--- src/hdl/ultrasonic_range_indicator_macros.svh ---
`ifndef ULTRASONIC_RANGE_INDICATOR_MACROS_SVH
`define ULTRASONIC_RANGE_INDICATOR_MACROS_SVH

// same-cycle implication, disabled in reset
`define URI_ASSERT_NOW(lbl, ante, cons, msg) \
    lbl: assert property (@(posedge clk) disable iff (!rst_n) (ante) |-> (cons)) \
        else $error(msg);

// next-cycle implication, disabled in reset
`define URI_ASSERT_NEXT(lbl, ante, cons, msg) \
    lbl: assert property (@(posedge clk) disable iff (!rst_n) (ante) |=> (cons)) \
        else $error(msg);

`endif

--- src/hdl/uri_pkg.sv ---
`timescale 1ns / 1ps

package uri_pkg;

    localparam int ECHO_COUNT_BITS = 16;
    localparam int STEP_BITS       = $clog2(ECHO_COUNT_BITS + 1);
    localparam int CNT_BITS        = 20;
    localparam int RANGE_BITS      = 16;
    localparam int ADDR_BITS       = 4;
    localparam int DATA_BITS       = 32;

    localparam logic [1:0] REG_NEAR_LIMIT     = 2'd0;
    localparam logic [1:0] REG_TRIGGER_TICKS  = 2'd1;
    localparam logic [1:0] REG_HOLDOFF_TICKS  = 2'd2;
    localparam logic [1:0] REG_TICKS_PER_UNIT = 2'd3;

    localparam logic [15:0] NEAR_LIMIT_RST     = 16'd100;
    localparam logic [7:0]  TRIGGER_TICKS_RST  = 8'd19;
    localparam logic [19:0] HOLDOFF_TICKS_RST  = 20'd312500;
    localparam logic [15:0] TICKS_PER_UNIT_RST = 16'd40;

    localparam logic [RANGE_BITS-1:0] RANGE_MAX   = 16'hFFFF;
    localparam logic [RANGE_BITS-1:0] DIGIT_LIMIT = 16'd100;

    typedef struct packed {
        logic [15:0] near_limit;
        logic [7:0]  trigger_ticks;
        logic [19:0] holdoff_ticks;
        logic [15:0] ticks_per_unit;
    } cfg_t;

    typedef struct packed {
        logic cnt_inc;
        logic cnt_clr;
        logic echo_set;
        logic echo_inc;
        logic div_start;
        logic commit;
    } cmd_t;

    typedef struct packed {
        logic trig_done;
        logic hold_done;
        logic div_done;
    } status_t;

endpackage

--- src/hdl/uri_channels.sv ---
`timescale 1ns / 1ps

interface uri_tick_if;
    logic valid;
    logic ready;
    logic echo_level;

    modport source (output valid, output echo_level, input ready);
    modport sink (input valid, input echo_level, output ready);
endinterface

interface uri_result_if;
    logic        valid;
    logic        ready;
    logic        trigger_out;
    logic        report_valid;
    logic [15:0] range_value;
    logic        red_lamp;
    logic        green_lamp;
    logic        point_lamp;
    logic [7:0]  display_byte;

    modport source (
        output valid, output trigger_out, output report_valid, output range_value,
        output red_lamp, output green_lamp, output point_lamp, output display_byte,
        input ready
    );
    modport sink (
        input valid, input trigger_out, input report_valid, input range_value,
        input red_lamp, input green_lamp, input point_lamp, input display_byte,
        output ready
    );
endinterface

--- src/hdl/ultrasonic_range_indicator.sv ---
// Each accepted tick's result is registered and offered in the next cycle;
// the report tick's result waits for the divider and a free output slot.
// Throughput: one tick per cycle while the result slot is free; after the
// report tick it takes no tick until the one-bit-per-cycle divider is done.
// Reset (rst_n low, async): trigger phase, counters and lamps cleared,
// registers to defaults; no clearing pass.
`timescale 1ns / 1ps

module ultrasonic_range_indicator
    import uri_pkg::*;
(
    input  logic                 clk,
    input  logic                 rst_n,
    uri_tick_if.sink             tick_ch,
    uri_result_if.source         result_ch,
    input  logic                 psel,
    input  logic                 penable,
    input  logic                 pwrite,
    input  logic [ADDR_BITS-1:0] paddr,
    input  logic [DATA_BITS-1:0] pwdata,
    output logic [DATA_BITS-1:0] prdata,
    output logic                 pready
);

    cfg_t    cfg;
    cmd_t    cmd;
    status_t st;

    uri_cfg u_cfg (
        .clk     (clk),
        .rst_n   (rst_n),
        .psel    (psel),
        .penable (penable),
        .pwrite  (pwrite),
        .paddr   (paddr),
        .pwdata  (pwdata),
        .prdata  (prdata),
        .pready  (pready),
        .cfg     (cfg)
    );

    uri_ctrl u_ctrl (
        .clk          (clk),
        .rst_n        (rst_n),
        .tick_valid   (tick_ch.valid),
        .echo_level   (tick_ch.echo_level),
        .tick_ready   (tick_ch.ready),
        .result_valid (result_ch.valid),
        .result_ready (result_ch.ready),
        .trigger_out  (result_ch.trigger_out),
        .report_valid (result_ch.report_valid),
        .st           (st),
        .cmd          (cmd)
    );

    uri_dp u_dp (
        .clk          (clk),
        .rst_n        (rst_n),
        .cfg          (cfg),
        .cmd          (cmd),
        .st           (st),
        .range_value  (result_ch.range_value),
        .red_lamp     (result_ch.red_lamp),
        .green_lamp   (result_ch.green_lamp),
        .point_lamp   (result_ch.point_lamp),
        .display_byte (result_ch.display_byte)
    );

endmodule

--- src/hdl/uri_cfg.sv ---
`timescale 1ns / 1ps

module uri_cfg
    import uri_pkg::*;
(
    input  logic                 clk,
    input  logic                 rst_n,
    input  logic                 psel,
    input  logic                 penable,
    input  logic                 pwrite,
    input  logic [ADDR_BITS-1:0] paddr,
    input  logic [DATA_BITS-1:0] pwdata,
    output logic [DATA_BITS-1:0] prdata,
    output logic                 pready,
    output cfg_t                 cfg
);

    logic [15:0] near_limit_reg;
    logic [7:0]  trigger_ticks_reg;
    logic [19:0] holdoff_ticks_reg;
    logic [15:0] ticks_per_unit_reg;
    logic [1:0]  reg_index;
    logic        wr_en;

    assign pready    = 1'b1;
    assign reg_index = paddr[3:2];
    assign wr_en     = psel && penable && pwrite;

    always_ff @(posedge clk or negedge rst_n)
    begin
        if (!rst_n)
        begin
            near_limit_reg     <= NEAR_LIMIT_RST;
            trigger_ticks_reg  <= TRIGGER_TICKS_RST;
            holdoff_ticks_reg  <= HOLDOFF_TICKS_RST;
            ticks_per_unit_reg <= TICKS_PER_UNIT_RST;
        end
        else if (wr_en)
        begin
            case (reg_index)
                REG_NEAR_LIMIT:     near_limit_reg     <= pwdata[15:0];
                REG_TRIGGER_TICKS:  trigger_ticks_reg  <= pwdata[7:0];
                REG_HOLDOFF_TICKS:  holdoff_ticks_reg  <= pwdata[19:0];
                REG_TICKS_PER_UNIT: ticks_per_unit_reg <= pwdata[15:0];
                default:            ticks_per_unit_reg <= ticks_per_unit_reg;
            endcase
        end
    end

    always_comb
    begin
        case (reg_index)
            REG_NEAR_LIMIT:     prdata = {16'd0, near_limit_reg};
            REG_TRIGGER_TICKS:  prdata = {24'd0, trigger_ticks_reg};
            REG_HOLDOFF_TICKS:  prdata = {12'd0, holdoff_ticks_reg};
            REG_TICKS_PER_UNIT: prdata = {16'd0, ticks_per_unit_reg};
            default:            prdata = '0;
        endcase
    end

    assign cfg.near_limit     = near_limit_reg;
    assign cfg.trigger_ticks  = trigger_ticks_reg;
    assign cfg.holdoff_ticks  = holdoff_ticks_reg;
    assign cfg.ticks_per_unit = ticks_per_unit_reg;

endmodule

--- src/hdl/uri_dp.sv ---
`timescale 1ns / 1ps

module uri_dp
    import uri_pkg::*;
(
    input  logic                  clk,
    input  logic                  rst_n,
    input  cfg_t                  cfg,
    input  cmd_t                  cmd,
    output status_t               st,
    output logic [RANGE_BITS-1:0] range_value,
    output logic                  red_lamp,
    output logic                  green_lamp,
    output logic                  point_lamp,
    output logic [7:0]            display_byte
);

    logic [CNT_BITS-1:0]        cnt_reg;
    logic [CNT_BITS-1:0]        cnt_plus;
    logic [CNT_BITS-1:0]        trig_need;
    logic [ECHO_COUNT_BITS-1:0] echo_reg;

    // bit-serial restoring divider
    logic [ECHO_COUNT_BITS-1:0] quo_reg;
    logic [15:0]                rem_reg;
    logic [STEP_BITS-1:0]       step_reg;
    logic [16:0]                rem_sh;
    logic [16:0]                rem_sub;
    logic                       fits;

    logic [RANGE_BITS-1:0] range_reg;
    logic                  red_reg;
    logic                  green_reg;
    logic                  point_reg;
    logic [7:0]            display_reg;

    logic [31:0]           quo_ext;
    logic [RANGE_BITS-1:0] range_calc;
    logic [6:0]            d7;
    logic [14:0]           tens_prod;
    logic [3:0]            tens;
    logic [6:0]            units;

    assign cnt_plus  = cnt_reg + 1'b1;
    assign trig_need = (cfg.trigger_ticks == 8'd0) ? CNT_BITS'(1)
                                                   : CNT_BITS'(cfg.trigger_ticks);

    assign st.trig_done = (cnt_plus >= trig_need);
    assign st.hold_done = (cnt_reg >= cfg.holdoff_ticks);
    assign st.div_done  = (step_reg == STEP_BITS'(0));

    assign rem_sh  = {rem_reg, quo_reg[ECHO_COUNT_BITS-1]};
    assign rem_sub = rem_sh - {1'b0, cfg.ticks_per_unit};
    assign fits    = (rem_sh >= {1'b0, cfg.ticks_per_unit});

    assign quo_ext = 32'(quo_reg);
    always_comb
    begin
        if (cfg.ticks_per_unit == 16'd0 || quo_ext > 32'(RANGE_MAX))
            range_calc = RANGE_MAX;
        else
            range_calc = quo_ext[RANGE_BITS-1:0];
    end

    // tens = d / 10 by reciprocal, exact for d below 100
    assign d7        = range_calc[6:0];
    assign tens_prod = {8'd0, d7} * 15'd205;
    assign tens      = tens_prod[14:11];
    assign units     = d7 - ({tens, 3'b000} + {2'b00, tens, 1'b0});

    always_ff @(posedge clk or negedge rst_n)
    begin
        if (!rst_n)
        begin
            cnt_reg     <= '0;
            echo_reg    <= '0;
            step_reg    <= '0;
            range_reg   <= '0;
            red_reg     <= 1'b0;
            green_reg   <= 1'b0;
            point_reg   <= 1'b0;
            display_reg <= '0;
        end
        else
        begin
            if (cmd.cnt_clr)
                cnt_reg <= '0;
            else if (cmd.cnt_inc)
                cnt_reg <= cnt_plus;

            if (cmd.echo_set)
                echo_reg <= ECHO_COUNT_BITS'(1);
            else if (cmd.echo_inc)
                echo_reg <= echo_reg + 1'b1;

            if (cmd.div_start)
                step_reg <= STEP_BITS'(ECHO_COUNT_BITS);
            else if (step_reg != STEP_BITS'(0))
                step_reg <= step_reg - 1'b1;

            if (cmd.commit)
            begin
                range_reg <= range_calc;
                if (range_calc < cfg.near_limit)
                begin
                    red_reg   <= 1'b1;
                    green_reg <= 1'b0;
                end
                else
                begin
                    red_reg   <= 1'b0;
                    green_reg <= !green_reg;
                end
                if (range_calc < DIGIT_LIMIT)
                begin
                    point_reg   <= 1'b0;
                    display_reg <= {tens, units[3:0]};
                end
                else
                begin
                    point_reg <= 1'b1;
                end
            end
        end
    end

    always_ff @(posedge clk)
    begin
        if (cmd.div_start)
        begin
            quo_reg <= echo_reg;
            rem_reg <= '0;
        end
        else if (step_reg != STEP_BITS'(0))
        begin
            quo_reg <= {quo_reg[ECHO_COUNT_BITS-2:0], fits};
            rem_reg <= fits ? rem_sub[15:0] : rem_sh[15:0];
        end
    end

    assign range_value  = range_reg;
    assign red_lamp     = red_reg;
    assign green_lamp   = green_reg;
    assign point_lamp   = point_reg;
    assign display_byte = display_reg;

endmodule

--- src/hdl/uri_ctrl.sv ---
`timescale 1ns / 1ps

`include "ultrasonic_range_indicator_macros.svh"

module uri_ctrl
    import uri_pkg::*;
(
    input  logic    clk,
    input  logic    rst_n,
    input  logic    tick_valid,
    input  logic    echo_level,
    output logic    tick_ready,
    output logic    result_valid,
    input  logic    result_ready,
    output logic    trigger_out,
    output logic    report_valid,
    input  status_t st,
    output cmd_t    cmd
);

    typedef enum logic [2:0] {
        S_TRIG,
        S_WAIT,
        S_MEAS,
        S_HOLD,
        S_DIV
    } state_t;

    state_t state_reg;
    state_t state_next;
    logic   out_valid_reg;
    logic   trig_reg;
    logic   report_reg;
    logic   slot_free;
    logic   acc;
    logic   emit;
    logic   emit_trig;
    logic   emit_report;

    assign slot_free  = !out_valid_reg || result_ready;
    assign tick_ready = (state_reg != S_DIV) && slot_free;
    assign acc        = tick_valid && tick_ready;

    always_comb
    begin
        state_next  = state_reg;
        cmd         = '0;
        emit        = 1'b0;
        emit_trig   = 1'b0;
        emit_report = 1'b0;
        case (state_reg)
            S_TRIG:
            begin
                if (acc)
                begin
                    emit        = 1'b1;
                    emit_trig   = 1'b1;
                    cmd.cnt_inc = 1'b1;
                    if (st.trig_done)
                    begin
                        cmd.cnt_clr = 1'b1;
                        state_next  = S_WAIT;
                    end
                end
            end
            S_WAIT:
            begin
                if (acc)
                begin
                    emit = 1'b1;
                    if (echo_level)
                    begin
                        cmd.echo_set = 1'b1;
                        state_next   = S_MEAS;
                    end
                end
            end
            S_MEAS:
            begin
                if (acc)
                begin
                    emit = 1'b1;
                    if (echo_level)
                        cmd.echo_inc = 1'b1;
                    else
                    begin
                        cmd.cnt_clr = 1'b1;
                        state_next  = S_HOLD;
                    end
                end
            end
            S_HOLD:
            begin
                if (acc)
                begin
                    if (st.hold_done)
                    begin
                        cmd.div_start = 1'b1;
                        state_next    = S_DIV;
                    end
                    else
                    begin
                        emit        = 1'b1;
                        cmd.cnt_inc = 1'b1;
                    end
                end
            end
            S_DIV:
            begin
                if (st.div_done && slot_free)
                begin
                    emit        = 1'b1;
                    emit_report = 1'b1;
                    cmd.commit  = 1'b1;
                    cmd.cnt_clr = 1'b1;
                    state_next  = S_TRIG;
                end
            end
            default:
            begin
                state_next = S_TRIG;
            end
        endcase
    end

    always_ff @(posedge clk or negedge rst_n)
    begin
        if (!rst_n)
        begin
            state_reg     <= S_TRIG;
            out_valid_reg <= 1'b0;
            trig_reg      <= 1'b0;
            report_reg    <= 1'b0;
        end
        else
        begin
            state_reg <= state_next;
            if (emit)
            begin
                out_valid_reg <= 1'b1;
                trig_reg      <= emit_trig;
                report_reg    <= emit_report;
            end
            else if (result_ready)
            begin
                out_valid_reg <= 1'b0;
            end
        end
    end

    assign result_valid = out_valid_reg;
    assign trigger_out  = trig_reg;
    assign report_valid = report_reg;

    `URI_ASSERT_NOW(a_div_blocks_ticks, state_reg == S_DIV, !tick_ready,
        "tick taken while dividing")
    `URI_ASSERT_NEXT(a_div_starts, cmd.div_start, state_reg == S_DIV && !st.div_done,
        "divider did not start")
    `URI_ASSERT_NEXT(a_commit_reports, cmd.commit,
        out_valid_reg && report_reg && !trig_reg && state_reg == S_TRIG,
        "report transfer not staged")

endmodule

--- src/flat_wrapper.sv ---
// flat-port wrapper written by rule: the top's interface ports become plain ports
module ultrasonic_range_indicator_flat import uri_pkg::*;
  (clk, rst_n, psel, penable, pwrite, paddr, pwdata, prdata, pready, tick_ch_valid, tick_ch_echo_level, tick_ch_ready, result_ch_valid, result_ch_trigger_out, result_ch_report_valid, result_ch_range_value, result_ch_red_lamp, result_ch_green_lamp, result_ch_point_lamp, result_ch_display_byte, result_ch_ready);
  uri_tick_if tick_ch_i ();
  uri_result_if result_ch_i ();
  input  logic clk;
  input  logic rst_n;
  input  logic psel;
  input  logic penable;
  input  logic pwrite;
  input  logic [ADDR_BITS-1:0] paddr;
  input  logic [DATA_BITS-1:0] pwdata;
  output logic [DATA_BITS-1:0] prdata;
  output logic pready;
  input wire logic [$bits(tick_ch_i.valid)-1:0] tick_ch_valid;
  input wire logic [$bits(tick_ch_i.echo_level)-1:0] tick_ch_echo_level;
  output wire logic [$bits(tick_ch_i.ready)-1:0] tick_ch_ready;
  output wire logic [$bits(result_ch_i.valid)-1:0] result_ch_valid;
  output wire logic [$bits(result_ch_i.trigger_out)-1:0] result_ch_trigger_out;
  output wire logic [$bits(result_ch_i.report_valid)-1:0] result_ch_report_valid;
  output wire logic [$bits(result_ch_i.range_value)-1:0] result_ch_range_value;
  output wire logic [$bits(result_ch_i.red_lamp)-1:0] result_ch_red_lamp;
  output wire logic [$bits(result_ch_i.green_lamp)-1:0] result_ch_green_lamp;
  output wire logic [$bits(result_ch_i.point_lamp)-1:0] result_ch_point_lamp;
  output wire logic [$bits(result_ch_i.display_byte)-1:0] result_ch_display_byte;
  input wire logic [$bits(result_ch_i.ready)-1:0] result_ch_ready;
  assign tick_ch_i.valid = tick_ch_valid;
  assign tick_ch_i.echo_level = tick_ch_echo_level;
  assign tick_ch_ready = tick_ch_i.ready;
  assign result_ch_valid = result_ch_i.valid;
  assign result_ch_trigger_out = result_ch_i.trigger_out;
  assign result_ch_report_valid = result_ch_i.report_valid;
  assign result_ch_range_value = result_ch_i.range_value;
  assign result_ch_red_lamp = result_ch_i.red_lamp;
  assign result_ch_green_lamp = result_ch_i.green_lamp;
  assign result_ch_point_lamp = result_ch_i.point_lamp;
  assign result_ch_display_byte = result_ch_i.display_byte;
  assign result_ch_i.ready = result_ch_ready;
  ultrasonic_range_indicator u_core (.clk(clk), .rst_n(rst_n), .tick_ch(tick_ch_i), .result_ch(result_ch_i), .psel(psel), .penable(penable), .pwrite(pwrite), .paddr(paddr), .pwdata(pwdata), .prdata(prdata), .pready(pready));
endmodule
--- config.mk ---
export PLATFORM = sky130hd
export DESIGN_NAME = ultrasonic_range_indicator_flat
export DESIGN_NICKNAME = d
export VERILOG_FILES = /design/src/hdl/uri_pkg.sv /design/src/hdl/uri_channels.sv /design/src/hdl/ultrasonic_range_indicator.sv /design/src/hdl/uri_cfg.sv /design/src/hdl/uri_dp.sv /design/src/hdl/uri_ctrl.sv /design/src/flat_wrapper.sv
export VERILOG_INCLUDE_DIRS = /design/src /design/src/hdl
export SDC_FILE = /design/constraint.sdc
export NUM_CORES = 1
export LEC_CHECK = 0
export BUFFER_PORTS_ARGS = -buffer_cell sky130_fd_sc_hd__buf_4
export CAP_MARGIN = 20
export CORE_AREA = 2 2 159 161
export CTS_BUF_LIST = sky130_fd_sc_hd__clkbuf_2 sky130_fd_sc_hd__clkbuf_4 sky130_fd_sc_hd__clkbuf_8
export DETAILED_ROUTE_END_ITERATION = 12
export DIE_AREA = 0 0 161 163
export PLACE_DENSITY_LB_ADDON = 0.3
export SLEW_MARGIN = 15
export SYNTH_ARGS = -nofsm -noshare
export SYNTH_HDL_FRONTEND = slang
export SYNTH_HIERARCHICAL = 1
export SYNTH_SLANG_ARGS = --single-unit
export TNS_END_PERCENT = 100
--- constraint.sdc ---
create_clock -name clk -period 14.8 [get_ports clk]
set_input_delay 0.74 -clock clk [delete_from_list [all_inputs] [get_ports clk]]
set_output_delay 0.74 -clock clk [all_outputs]
set_load 0.05 [all_outputs]
==> results.toml <==
[clocking]
postCtsSetupRepairBufs = 0
tritoncts = "built"
clockRootBuffer = "clkbuf_8"
cts_inserted_buffers = 17
cts.hold.buffers_added = 0
clk-insertion-delay-late_ns = 0.46
path_clk_slew_ns = 0.09
clock_tree.buffer_depth = 2
clock_sink_count = 166
htree_levels = 4
post_cts_resize_count = 0

[grt]
grt_busiest_layer = "met2"
global_route_total_usage_across_every_layer = 0.198
grt_antenna_before_repair = 0
grt_pass1_wl_um = 41300
number_of_global_route_vias_before_repair = 7752
maximum_number_of_pins_on_one_net_before_global_route_repair = 76
gr-total-overflow = 0
grt_use_met3 = 0.0311
grt.met1_usage = 0.284
grt_util_met2 = 0.310

[timing]
number_of_hold_violations_in_the_final_report = 0
final.period_utilization = 0.398
clock-skew-final_ns = 0.0139
timing.fmax_mhz = 170
slew_headroom = 0.336
worst_slack_ns = 8.91
rsz0062_at_grt = "false"
totalNegativeSetupSlack_ns = 0
final_period_minus_worst_setup_slack_ns = 5.89
max_slew.worst_pin.slew_ns = 0.995
finalMaxSlewViolations = 0
setup_viol = 0

[critical_path]
crit_path_frequent_cell = "ha_1"
cp_data_arrival_time_ns = 6.24
critical_path.max_stage_delay_ns = 0.49
setup.worst_path.start_class = "flip-flop"
cp_max_fo = 16
kind_of_cell_with_the_highest_combined_delay_on_the_critical_path = "adder cells"
ff2ff_path_depth = 21
critical_path.n_buffers_inverters = 3
type_of_the_setup_path_with_the_least_slack = "reg -> reg"
crit_path_top_delay_cell = "dfrtp_1"
endpoint_required_time_on_the_critical_path_ns = 15.16
worstSetupPathDepth = 21
worst_setup_path_end_kind = "flip-flop"
cp_cell_sequence = "nor4_4 > nand4_2 > or2b_1 > inv_1 > ha_1 > ha_1 > inv_1 > fa_1 > fa_1 > inv_1 > ha_1 > a31oi_1 > a21oi_2 > a21oi_1 > nor2b_1 > nor3_1 > nor2_1 > ha_1 > a21oi_2 > xnor3_1 > mux2_2"

[routing]
vias_per_cell = 5.37
drc = 0
first_pass_iters = 5
wl_per_cell_um = 17.0
final_antenna_net_count = 0
wirelength_um = 25100
via_count = 7936
detailedRoute.firstIterationViolations = 555

[synthesis]
synth-async-reset-ratio = 0.807
synth_top_area_frac = 0.272
number_of_register_bits_inferred_by_synthesis = 166
ys_seq_area_frac = 0.384
post_synth_instance_area_um2 = 10900
post_synth_main_area_contributors = "dfrtp_1 (27%), ha_1 (11%), mux2_2 (9.7%), edfxtp_1 (4.4%), dfstp_2 (3.9%)"
yosys_warnings = 6
post_synth_num_cell_types = 79
post_synth_inst_count = 1066
synth_enable_flop_cells = 16
average_footprint_of_a_synthesized_cell_um2 = 10.2
ys.flop_type = "dfrtp_1"
synth_top_area_cell = "dfrtp_1"

[hold_path]
holdCritPathClass = "in -> async"

[finish]
area.growth.synth_to_final_pct = 11.6
total_number_of_nets_in_the_final_design = 1281
final_cell_area_um2 = 12100
diodes = 0
drive_above_1_share = 0.234
finish.cell_count_without_fillers = 1477

[power]
vdd.ir_drop.worst_mv = 0.158
reported_leakage_power_uw = 0.00576
power_per_cell_area_nw_per_um2 = 225

[die]
ios = 108
die_footprint_um2 = 26200
fp.dieH_um = 163
floorplan.rows = 58
chipWidth_um = 161
core_um2 = 24700
floorplan.initialDensity = 0.441

[place]
dpl-instance-area_um2 = 11700
place.detailed.hpwl_um = 18500
place.port_buffers = 80
placed_cells = 1445
place_congestion = 0.850
place_worst_setup_slack_ns = 8.96

[job]
cap_viol_max_count = 0

[status]
status = "finished, final reports clean"
==> cells in the mapped netlist, drive strengths merged (18+ instances only) <==
| cell type | count |
|---|---|
| nand2b | 23 |
| inv | 100 |
| nor2 | 94 |
| clkbuf | 21 |
| buf | 30 |
| ha | 94 |
| a21o | 18 |
| and3 | 18 |
| a21oi | 44 |
| xor2 | 42 |
| mux2 | 94 |
| nand2 | 51 |
| o21ai | 32 |
| dfrtp | 118 |
==> layout by cell type (no fill, tap or decap), types with 10 or more instances in the layout <==
cell	instances
mux2i_1	10
dfstp_2	16
nor2b_1	14
nand2b_1	22
clkbuf_8	17
nor3_1	12
a21oi_1	42
a21o_1	18
a211oi_1	15
ha_1	94
and2_1	15
o21ai_0	29
or3_1	10
dfrtp_1	118
xnor2_1	17
nand3_1	16
nor2_1	92
conb_1	13
mux2_2	94
buf_4	88
and3_1	15
dfxtp_1	16
xor2_1	42
nand2_1	51
nand4_1	14
edfxtp_1	16
inv_1	99
==> logic make-up (layout without fill, tap and decap cells) <==
kind of cell | after synthesis | in the layout | synth area share
flops | 166 | 166 | 0.384
simple gates | 307 | 307 | 0.154
compound gates | 165 | 165 | 0.102
buf+inv | 151 | 221 | 0.0615
mux | 112 | 112 | 0.123
xor+xnor | 60 | 60 | 0.0496
fa+ha+maj | 103 | 103 | 0.125
other cells | 2 | 13 | 0.000691
==> worst paths after layout <==
check | endpoint | slack (ns) | from
max in group asynchronous | u_core/u_cfg/near_limit_reg[3] | 13.16 | rst_n
worst min-delay path | u_core/u_dp/step_reg[3] | 0.29 | rst_n
worst min register to register | u_core/u_ctrl/state_reg[0] | 0.47 | u_core/u_ctrl/state_reg[2]
min in group clk | u_core/u_ctrl/state_reg[0] | 0.47 | u_core/u_ctrl/state_reg[2]
worst max-delay path | u_core/u_dp/display_byte[3] | 8.91 | u_core/u_cfg/ticks_per_unit_reg[1]
worst max register to register | u_core/u_dp/display_byte[3] | 8.91 | u_core/u_cfg/ticks_per_unit_reg[1]
==> power breakdown <==
| group | total (uW) | leakage (uW) | switching (uW) | internal, uW |
|---|---|---|---|---|
| clock network | 352 | 0.000209 | 176 | 176 |
| logic | 1680 | 0.00356 | 899 | 778 |
| registers | 700 | 0.00199 | 116 | 584 |
==> area by class of cell <==
class | instances | area [um^2]
Timing Repair Buffer | 89 | 672
Multi-Input combinational cell | 760 | 6090
Inverter | 100 | 375
Clock inverter | 11 | 151
Tap cell | 330 | 413
Clock buffer | 21 | 264
Fill cell | 2280 | 12500
Sequential cell | 166 | 4170
==> per-stage QoR <==
stage	hold WS [ns]	power [uW]	utilization
2_1_floorplan	0.434	1980	-
3_3_place_gp	0.463	2310	0.475
3_5_place_dp	0.467	2370	0.475
4_1_cts	0.301	2740	0.492
5_1_grt	0.335	3000	0.492
6_report	0.292	2730	0.492
==> routing by layer <==
| layer | share of wire | vias to the layer above |
|---|---|---|
| met4 | 0.014 | 0 |
| met1 | 0.49 | 3905 |
| met5 | 0 | - |
| met3 | 0.037 | 24 |
| met2 | 0.46 | 155 |
| li1 | - | 3852 |
Power figures use the tool's default switching activity.
